$ cat config.mk
export PLATFORM = sky130hd
export DESIGN_NAME = swap_pool_frame_manager
export DESIGN_NICKNAME = d
export VERILOG_FILES = /design/src/spfm_pkg.sv /design/src/spfm_decode.sv /design/src/spfm_table.sv /design/src/swap_pool_frame_manager.sv
export SDC_FILE = /design/constraint.sdc
export NUM_CORES = 1
export LEC_CHECK = 0
export ABC_CLOCK_PERIOD_IN_PS = 11400
export BUFFER_PORTS_ARGS = -buffer_cell sky130_fd_sc_hd__buf_2
export CELL_PAD_IN_SITES_DETAIL_PLACEMENT = 1
export CELL_PAD_IN_SITES_GLOBAL_PLACEMENT = 1
export CORE_MARGIN = 8
export CORE_UTILIZATION = 30
export CTS_CLUSTER_DIAMETER = 150
export DETAILED_ROUTE_END_ITERATION = 16
export PLACE_DENSITY = 0.66
export REMOVE_ABC_BUFFERS = 1
export SLEW_MARGIN = 15
export SYNTH_ARGS = -nofsm -noshare
export SYNTH_HDL_FRONTEND = slang
export SYNTH_HIERARCHICAL = 1
export SYNTH_SLANG_ARGS = --single-unit
$ cat constraint.sdc
create_clock -name clk -period 11.4 [get_ports clk]
set_clock_uncertainty 0.05 [all_clocks]
set_input_delay 0.57 -clock clk [delete_from_list [all_inputs] [get_ports clk]]
set_output_delay 0.57 -clock clk [all_outputs]
set_load 0.02 [all_outputs]
$ cat src/spfm_pkg.sv
`default_nettype none

package spfm_pkg;

    localparam int FRAMES         = 16;
    localparam int FRAME_W        = 4;
    localparam int PAGES_PER_PROC = 32;
    localparam int PAGE_W         = 5;
    localparam int ASID_W         = 4;
    localparam int VPN_W          = 20;
    localparam int TEXT_W         = 18;
    localparam int SECTOR_W       = 8;
    localparam int PAGE_SHIFT     = 12;

    typedef enum logic [1:0] {
        STATUS_INSTALLED  = 2'd0,
        STATUS_TERMINATED = 2'd1,
        STATUS_RELEASED   = 2'd2
    } status_t;

    typedef enum logic {
        CMD_FAULT   = 1'b0,
        CMD_RELEASE = 1'b1
    } cmd_t;

    typedef struct packed {
        status_t             kind;
        logic [ASID_W-1:0]   asid;
        logic [PAGE_W-1:0]   page;
        logic                writable;
    } req_t;

    typedef struct packed {
        status_t               status;
        logic [FRAME_W-1:0]    frame;
        logic                  evicted;
        logic [ASID_W-1:0]     victim_asid;
        logic [PAGE_W-1:0]     victim_page;
        logic                  writeback;
        logic [SECTOR_W-1:0]   write_sector;
        logic [SECTOR_W-1:0]   read_sector;
        logic                  writable;
    } rsp_t;

    function automatic logic [SECTOR_W-1:0] sector_of(
        input logic [ASID_W-1:0] asid,
        input logic [PAGE_W-1:0] page
    );
        logic [SECTOR_W-1:0] base;
        base = SECTOR_W'(asid) - SECTOR_W'(1);
        return SECTOR_W'(base * SECTOR_W'(PAGES_PER_PROC)) + SECTOR_W'(page);
    endfunction

endpackage

`default_nettype wire

$ cat src/spfm_decode.sv
`default_nettype none

module spfm_decode #(
    parameter int MAX_PROCS     = 8,
    parameter int USER_BASE_VPN = 524288,
    parameter int STACK_VPN     = 786431
) (
    input  wire logic                          cmd,
    input  wire logic [spfm_pkg::ASID_W-1:0]   asid,
    input  wire logic [spfm_pkg::VPN_W-1:0]    fault_vpn,
    input  wire logic                          modify_fault,
    input  wire logic [spfm_pkg::TEXT_W-1:0]   text_bytes,
    output spfm_pkg::req_t                     req
);

    localparam logic [spfm_pkg::VPN_W:0] USER_LO = (spfm_pkg::VPN_W + 1)'(USER_BASE_VPN);
    localparam logic [spfm_pkg::VPN_W:0] USER_HI =
        (spfm_pkg::VPN_W + 1)'(USER_BASE_VPN + spfm_pkg::PAGES_PER_PROC - 2);
    localparam logic [spfm_pkg::VPN_W-1:0] STACK = spfm_pkg::VPN_W'(STACK_VPN);
    localparam logic [spfm_pkg::VPN_W-1:0] USER_BASE = spfm_pkg::VPN_W'(USER_BASE_VPN);
    localparam logic [spfm_pkg::ASID_W-1:0] ASID_MAX = spfm_pkg::ASID_W'(MAX_PROCS);

    logic [spfm_pkg::VPN_W:0]                       vpn_ext;
    logic                                           in_user;
    logic                                           is_stack;
    logic                                           asid_ok;
    logic [spfm_pkg::PAGE_W-1:0]                    page;
    logic [spfm_pkg::PAGE_W+spfm_pkg::PAGE_SHIFT-1:0] page_base;

    assign vpn_ext   = {1'b0, fault_vpn};
    assign in_user   = (vpn_ext >= USER_LO) && (vpn_ext <= USER_HI);
    assign is_stack  = (fault_vpn == STACK);
    assign asid_ok   = (asid != '0) && (asid <= ASID_MAX);
    assign page      = in_user ? spfm_pkg::PAGE_W'(fault_vpn - USER_BASE)
                               : spfm_pkg::PAGE_W'(spfm_pkg::PAGES_PER_PROC - 1);
    assign page_base = {page, {spfm_pkg::PAGE_SHIFT{1'b0}}};

    always_comb
    begin
        req.asid     = asid;
        req.page     = page;
        req.writable = !(spfm_pkg::TEXT_W'(page_base) < text_bytes);
        if (spfm_pkg::cmd_t'(cmd) == spfm_pkg::CMD_RELEASE)
        begin
            req.kind = spfm_pkg::STATUS_RELEASED;
        end
        else if (modify_fault || !asid_ok || !(in_user || is_stack))
        begin
            req.kind = spfm_pkg::STATUS_TERMINATED;
        end
        else
        begin
            req.kind = spfm_pkg::STATUS_INSTALLED;
        end
    end

endmodule

`default_nettype wire

$ cat src/spfm_table.sv
`default_nettype none

module spfm_table (
    input  wire logic          clk,
    input  wire logic          rst_n,
    input  wire logic          apply,
    input  wire spfm_pkg::req_t req,
    output spfm_pkg::rsp_t     rsp
);

    logic [spfm_pkg::ASID_W-1:0]  owner_reg [spfm_pkg::FRAMES];
    logic [spfm_pkg::PAGE_W-1:0]  page_reg  [spfm_pkg::FRAMES];
    logic                         dirty_reg [spfm_pkg::FRAMES];
    logic [spfm_pkg::FRAME_W-1:0] fifo_reg;
    logic [spfm_pkg::FRAME_W-1:0] fifo_next;

    logic                         found;
    logic [spfm_pkg::FRAME_W-1:0] lowest_free;
    logic [spfm_pkg::FRAME_W-1:0] victim;
    logic                         occupied;

    always_comb
    begin
        found       = 1'b0;
        lowest_free = '0;
        for (int i = spfm_pkg::FRAMES - 1; i >= 0; i--)
        begin
            if (owner_reg[i] == '0)
            begin
                found       = 1'b1;
                lowest_free = spfm_pkg::FRAME_W'(i);
            end
        end
    end

    always_comb
    begin
        if (found)
        begin
            victim = lowest_free;
        end
        else if (fifo_reg == spfm_pkg::FRAME_W'(spfm_pkg::FRAMES - 1))
        begin
            victim = '0;
        end
        else
        begin
            victim = fifo_reg + spfm_pkg::FRAME_W'(1);
        end
    end

    assign occupied  = (owner_reg[victim] != '0);
    assign fifo_next = victim;

    always_comb
    begin
        rsp        = '0;
        rsp.status = req.kind;
        if (req.kind == spfm_pkg::STATUS_INSTALLED)
        begin
            rsp.frame       = victim;
            rsp.read_sector = spfm_pkg::sector_of(req.asid, req.page);
            rsp.writable    = req.writable;
            if (occupied)
            begin
                rsp.evicted     = 1'b1;
                rsp.victim_asid = owner_reg[victim];
                rsp.victim_page = page_reg[victim];
                if (dirty_reg[victim])
                begin
                    rsp.writeback    = 1'b1;
                    rsp.write_sector = spfm_pkg::sector_of(owner_reg[victim],
                                                           page_reg[victim]);
                end
            end
        end
    end

    // Installing a page rewrites one frame; terminating or releasing clears every
    // frame that the address space owns.
    always_ff @(posedge clk or negedge rst_n)
    begin
        if (!rst_n)
        begin
            fifo_reg <= '0;
            for (int i = 0; i < spfm_pkg::FRAMES; i++)
            begin
                owner_reg[i] <= '0;
                page_reg[i]  <= '0;
                dirty_reg[i] <= 1'b0;
            end
        end
        else if (apply)
        begin
            case (req.kind)
                spfm_pkg::STATUS_INSTALLED:
                begin
                    fifo_reg          <= fifo_next;
                    owner_reg[victim] <= req.asid;
                    page_reg[victim]  <= req.page;
                    dirty_reg[victim] <= req.writable;
                end
                spfm_pkg::STATUS_TERMINATED, spfm_pkg::STATUS_RELEASED:
                begin
                    for (int i = 0; i < spfm_pkg::FRAMES; i++)
                    begin
                        if (owner_reg[i] == req.asid)
                        begin
                            owner_reg[i] <= '0;
                            page_reg[i]  <= '0;
                            dirty_reg[i] <= 1'b0;
                        end
                    end
                end
                default:
                begin
                    fifo_reg <= fifo_reg;
                end
            endcase
        end
    end

endmodule

`default_nettype wire

$ cat src/swap_pool_frame_manager.sv
`default_nettype none

// Channel    Handshake                Payload
// request    req_valid / req_ready    cmd, asid, fault_vpn, modify_fault, text_bytes
// response   rsp_valid / rsp_ready    status, frame, evicted, victim_asid, victim_page,
//                                     writeback, write_sector, read_sector, writable
//
// Each transaction passes through an input register and then a result register, which
// offers its response; one transaction is taken every cycle while the response side
// keeps up. The frame table updates in the same cycle that a transaction moves into
// the result register, so the next one sees it.
// A stalled response holds the input register, and request ready then drops.
// Reset empties the frame table and both registers at once.
module swap_pool_frame_manager #(
    parameter int MAX_PROCS     = 8,
    parameter int USER_BASE_VPN = 524288,
    parameter int STACK_VPN     = 786431
) (
    input  wire logic                            clk,
    input  wire logic                            rst_n,
    input  wire logic                            req_valid,
    output logic                                 req_ready,
    input  wire logic                            cmd,
    input  wire logic [spfm_pkg::ASID_W-1:0]     asid,
    input  wire logic [spfm_pkg::VPN_W-1:0]      fault_vpn,
    input  wire logic                            modify_fault,
    input  wire logic [spfm_pkg::TEXT_W-1:0]     text_bytes,
    output logic                                 rsp_valid,
    input  wire logic                            rsp_ready,
    output logic [1:0]                           status,
    output logic [spfm_pkg::FRAME_W-1:0]         frame,
    output logic                                 evicted,
    output logic [spfm_pkg::ASID_W-1:0]          victim_asid,
    output logic [spfm_pkg::PAGE_W-1:0]          victim_page,
    output logic                                 writeback,
    output logic [spfm_pkg::SECTOR_W-1:0]        write_sector,
    output logic [spfm_pkg::SECTOR_W-1:0]        read_sector,
    output logic                                 writable
);

    logic                            in_valid_reg;
    logic                            in_valid_next;
    logic                            cmd_reg;
    logic [spfm_pkg::ASID_W-1:0]     asid_reg;
    logic [spfm_pkg::VPN_W-1:0]      vpn_reg;
    logic                            modify_reg;
    logic [spfm_pkg::TEXT_W-1:0]     text_reg;

    logic                            rsp_valid_reg;
    logic                            rsp_valid_next;
    spfm_pkg::rsp_t                  rsp_reg;
    spfm_pkg::rsp_t                  rsp_next;

    spfm_pkg::req_t                  req;
    logic                            advance;
    logic                            accept;

    assign advance        = in_valid_reg && (!rsp_valid_reg || rsp_ready);
    assign req_ready      = !in_valid_reg || advance;
    assign accept         = req_valid && req_ready;
    assign in_valid_next  = accept || (in_valid_reg && !advance);
    assign rsp_valid_next = advance || (rsp_valid_reg && !rsp_ready);

    spfm_decode #(
        .MAX_PROCS     (MAX_PROCS),
        .USER_BASE_VPN (USER_BASE_VPN),
        .STACK_VPN     (STACK_VPN)
    ) u_decode (
        .cmd          (cmd_reg),
        .asid         (asid_reg),
        .fault_vpn    (vpn_reg),
        .modify_fault (modify_reg),
        .text_bytes   (text_reg),
        .req          (req)
    );

    spfm_table u_table (
        .clk   (clk),
        .rst_n (rst_n),
        .apply (advance),
        .req   (req),
        .rsp   (rsp_next)
    );

    always_ff @(posedge clk or negedge rst_n)
    begin
        if (!rst_n)
        begin
            in_valid_reg  <= 1'b0;
            rsp_valid_reg <= 1'b0;
        end
        else
        begin
            in_valid_reg  <= in_valid_next;
            rsp_valid_reg <= rsp_valid_next;
        end
    end

    always_ff @(posedge clk)
    begin
        if (accept)
        begin
            cmd_reg    <= cmd;
            asid_reg   <= asid;
            vpn_reg    <= fault_vpn;
            modify_reg <= modify_fault;
            text_reg   <= text_bytes;
        end
        if (advance)
        begin
            rsp_reg <= rsp_next;
        end
    end

    assign rsp_valid    = rsp_valid_reg;
    assign status       = rsp_reg.status;
    assign frame        = rsp_reg.frame;
    assign evicted      = rsp_reg.evicted;
    assign victim_asid  = rsp_reg.victim_asid;
    assign victim_page  = rsp_reg.victim_page;
    assign writeback    = rsp_reg.writeback;
    assign write_sector = rsp_reg.write_sector;
    assign read_sector  = rsp_reg.read_sector;
    assign writable     = rsp_reg.writable;

endmodule

`default_nettype wire
Word level (Yosys, flattened, before mapping)
Cells that the tools add are included.
- register bits: 244
- bits of input ports: 48
- output and inout bits: 36
- logic and storage cells: 283
- add/subtract/negate cells: 6
- $lt $le $gt $ge: 6
- eq/ne operators: 36
- multiplexer cells: 108
- bitwise gates (word level): 1
- reduce and logical (&&, ||, !) cells: 61
- operator list (operator ; count):
    $pmux 80 s2 ; 1
    $mux 4 ; 37
    $pmux 64 s2 ; 1
    $mux 5 ; 20
    $bwmux 80 ; 1
    $bwmux 64 ; 1
    $eq 4x4->1 ; 16
    $logic_not 4->1 ; 16
    $reduce_and 3->1 ; 17
    $mux 1 ; 36
    $ne 2x1->1 const B ; 16
    $pmux 16 s2 ; 1
    $bmux 5 s4 ; 1
    $demux 5 s4 ; 1
    $eq 20x20->1 const B ; 1
    $ge 20x20->1 const B ; 1
    $le 20x20->1 const B ; 1
    $mux 19 ; 1
    $lt 17x18->1 ; 1
    $add 8x5->8 ; 2
    $bmux 4 s4 ; 1
    $bwmux 16 ; 1
    $demux 4 s4 ; 1
    $mux 9 ; 1
    21 further kinds ; 42

Depth between registers and ports, before layout
- depth in word-level cells: 26
- mapped depth: 16
- depth with buffers taken out: 13

Hierarchy
Netlist, hierarchy kept.
- modules (own cells, without submodules) (module ; instances ; cells an instance ; area each (µm²)):
    spfm_table ; 1 ; 1045 ; 10116.0
    swap_pool_frame_manager ; 1 ; 86 ; 2446.1
    spfm_decode ; 1 ; 52 ; 344.1

Worst setup path after synthesis
Ideal clock, no wire load.
- path type: reg-to-reg
- from: register u_table/owner_reg[56] (netlist bit)
- to: register rsp_reg (netlist bit victim_asid[1]) (data pin)
- library setup time: 0.256 ns
- arrival: 3.381 ns
- required time: 11.094 ns
- path slack: 7.713 ns
- cell stages (with the launch flop): 16
- path buffers: 4
- period minus slack after synthesis: 3.687 ns
- path through: dfrtp_1 nor4_1 or4_4 nor4b_4 a211o_1 buf_6 buf_8 buf_4 buf_2 nand3_1 a32oi_1 nand2_1 inv_1 ha_1 nand4_1 and4b_1
- longest elaborated chain between the ends: 10
- elaborated cells on any way between the ends: 12
- those cells by class: mux (8); bitwise (1); reduce/logical (3)
- ends and longest elaborated chain (item ; line ; RTL):
    start, declared ; spfm_table.sv:11 ; logic [spfm_pkg::ASID_W-1:0] owner_reg [spfm_pkg::FRAMES];
    start signal, assigned by index ; spfm_table.sv:99 ; owner_reg[victim] <= req.asid;
    $logic_not 4->1 ; spfm_table.sv:28 ; if (owner_reg[i] == '0)
    $mux 4 / $mux 1 (equally long branches) (2 in series) ; spfm_table.sv:28 ;
    $mux 4 ; spfm_table.sv:38 ; if (found)
    $not 4->5 (implied by the code) ; spfm_table.sv:52, spfm_table.sv:67 ;
    $bmux 4 s4 * ; spfm_table.sv:52, spfm_table.sv:67 ;
    $mux 4 * ; - ;
    $mux 4 (implied by the code) * ; spfm_table.sv:52, spfm_table.sv:67 ;
    $reduce_bool 4->1 ; spfm_table.sv:52 ; assign occupied = (owner_reg[victim] != '0);
    $reduce_and 2->1 (no line) ; - ;
    end signal, assigned ; swap_pool_frame_manager.sv:111 ; rsp_reg <= rsp_next;
    end, declared ; swap_pool_frame_manager.sv:51 ; spfm_pkg::rsp_t rsp_reg;
Mark *: on every way between the ends. The rest lies on a longest branch, timed or not. The select of a mux whose other input is x is not followed.
A chain may end at the register's enable or synchronous reset.

Final worst setup path
- from: register u_table/owner_reg[9] (netlist bit)
- to: register rsp_reg (netlist bit victim_asid[1]) (data pin)
- longest elaborated chain between the ends: 22
- elaborated cells on any way between the ends: 36
- those cells by class: mux (32); bitwise (1); reduce/logical (3)
- ends and longest elaborated chain (item ; line):
    $logic_not 4->1 ; spfm_table.sv:28
    $mux 4 / $mux 1 (equally long branches) (14 in series) ; spfm_table.sv:28
    $mux 4 ; spfm_table.sv:38
    $not 4->5 (implied by the code) ; spfm_table.sv:52, spfm_table.sv:67
    $bmux 4 s4 * ; spfm_table.sv:52, spfm_table.sv:67
    $mux 4 * ; -
    $mux 4 (implied by the code) * ; spfm_table.sv:52, spfm_table.sv:67
    $reduce_bool 4->1 ; spfm_table.sv:52
    $reduce_and 2->1 (no line) ; -
Marks and branches as above.

==> out/metrics.yaml <==
status: "finished clean"
syn_to_final_growth_pct: 13.8
cts_made_buffers: 28
ioPinCount: 84
cp.required_ps: 11700
synth_top_area_cell: "dfrtp_1"
drive_above_1_share_pct: 25.6
slew_headroom_pct: 19.6
ys_async_sr_fraction_pct: 68.0
drv_cap: 0
finalSetupViolCount: 0
final_net_count: 1289
die_y_um: 223
post-route-period-util_pct: 48.7
grt_setup_unrepaired: "no"
synth_edf_count: 78
largest_reg_flops: 80
worstPathMaxFanout: 63
htreeDepth: 1
diodes: 0
critical_path.max_stage_delay_ps: 860
die_area_um2: 49900
netlist.area_leader.share_pct: 32.2
grt_first_pass_wirelength_um: 64600
cts_setup_buffers: 0
drt-initial-drc-count: 607
avgViaCountPerCell: 5.29
cp-start-kind: "flop"
cts-resized-gates: 0
synth.avg_cell_area_um2: 10.9
p_leak_nw: 6.50
cts_hold_buffers: 0
final_cell_area_um2: 14700
wl_per_cell_um: 23.6
rows: 76
synth_common_cells: "179 x nor2_1, 166 x dfrtp_1, 163 x mux2_2, 125 x nand2_1, 78 x edfxtp_1"
drc: 0
postRouteAntennaNets: 0
cts_tree: "done"
instances_no_fill: 1799
end_kind: "flop"
finalHoldViolCount: 0
min_period_ps: 5550
peakVddDrop_v: 0.000190
fin_tns_setup_ps: 0
worstMarginPinSlew_ps: 1210
antenna_found_initial: 0
cts.path.max_buffers: 3
slowest_stage: "nor4_1"
clk_pin_slew_ps: 60
wirelength_um: 42500
cp_cell_sequence: "nor4_1, nor4_1, nor4b_4, a211o_4, buf_4, mux2i_1, o221ai_1, a211oi_2, nand4_1, and4b_1"
r2r_start: "u_table/owner_reg[9]"
fillCellCount: 4725
synth-main-ff-cell: "dfrtp_1"
overflow: 0
gp_congestion: 0.909
drt-pass1-iter-count: 5
clk_latency_ps: 590
grt.total_usage_pct: 16.7
path_common_cell: "nor4_1"
placed_area_um2: 13800
ctsRootBufferMaster: "clkbuf_16"
ys_seq_elements: 244
core-area_um2: 42800
dp.final_hpwl_um: 29000
synthTopCellsByArea: "dfrtp_1 32%, edfxtp_1 18%, mux2_2 14%"
die_x_um: 223
start_util_pct: 30.2
placed_cells: 1748
numClockSinks: 244
holdWs_ps: 97.4
ys.warnings.count: 6
fmax_ghz: 0.180
yosysMostFrequentCell: "nor2_1"
netlist_area_um2: 12900
synth.distinct_cells: 66
seq_area_frac_synth_pct: 50.3
hold_class: "input port to asynchronous set/reset pin"
slew_violations: 0
grt_max_degree: 104
startpoint: "u_table/owner_reg[9]"
cp.arrival_ps: 5850
via_count: 9515
critical_path_class: "flop to flop"
numPortBuffers: 83
pwr_density_cell_nw_per_um2: 211
grt_pass1_vias: 10243
synth_cells: 1183
-- final timing paths --
| kind | to | slack (ps) | cells past startpoint |
|---|---|---|---|
| max in group asynchronous | u_table/owner_reg[0] | 9690 | 2 |
| worst min-delay path | u_table/page_reg[68] | 100 | 1 |
| worst max-delay path | victim_asid[1] | 5850 | 10 |
| worst max register to register | victim_asid[1] | 5850 | 10 |
| min in group clk | vpn_reg[2] | 110 | 1 |
| worst min register to register | status[1] | 440 | 0 |
-- area by class of cell --
| cell class | instances | area, um^2 | area share [%] |
|---|---|---|---|
| multi-input combinational | 846 | 6010 | 40.9 |
| clock buffer | 48 | 846 | 5.76 |
| inverter | 14 | 52.6 | 0.358 |
| clock inverter | 3 | 65.1 | 0.443 |
| timing repair buffer | 98 | 534 | 3.64 |
| sequential | 244 | 6500 | 44.2 |
| tap | 546 | 683 | 4.65 |
-- power by group --
group | internal (W) | leakage, nW | switching (W) | total, W
clock network | 0.000524 | 0.440 | 0.000366 | 0.000891
logic | 0.000354 | 3.00 | 0.000834 | 0.00119
registers | 0.000979 | 3.06 | 0.0000485 | 0.00103
-- per-layer routing --
metal  share of wire (%)  track usage, %
met1                  43            21.2
met2                  50            29.3
met3                 3.5            2.02
met5                   0               0
met4                 3.0            5.44
-- cells by family after synthesis --
kind of cell    Yosys count  synth area share, %
fa+ha+maj                 9                0.873
mux                     225                 19.0
flops                   244                 50.3
buf+inv                  93                 3.33
simple gates            458                 16.7
xor+xnor                 67                 4.55
compound gates           87                 5.22
-- worst max-delay path: cells and delay by family, from the launching register on --
kind	cells	cell delay, ps
multiplexers	1	390
AO/OA/AOI/OAI	3	1050
flip-flops	1	440
buffers and inverters	1	820
AND/OR/NAND/NOR	5	2550
-- through the flow --
stage / worst slack [ps] / total power, W / util [%]
after CTS: 5960 / 0.00312 / 34.3
after global routing: 5660 / 0.00323 / 34.3
final: 5850 / 0.00311 / 34.3
after floorplan: 5850 / 0.00177 / -
after global placement: 6110 / 0.00218 / 32.2
after detailed placement: 5950 / 0.00222 / 32.2
-- cells in the final DEF, fill, tap and decap left out, drive strengths merged, types with 3 or more instances in the layout --
master     n
mux2i     62
mux2     163
and2      21
nor3       5
o211ai     4
nor2b      5
buf       98
clkbuf    48
nand2    125
nand3     28
or4       12
a21oi      6
or3        4
edfxtp    78
a2111oi    4
dfrtp    166
o22ai      4
a32oi     13
nor4      39
nor4b      3
a211oi    13
o21ai     23
nor2     179
ha         9
and3       8
nand4      4
nand2b    15
xor2      66
inv       14
nand4b     3
(Power assumes the default switching activity.)
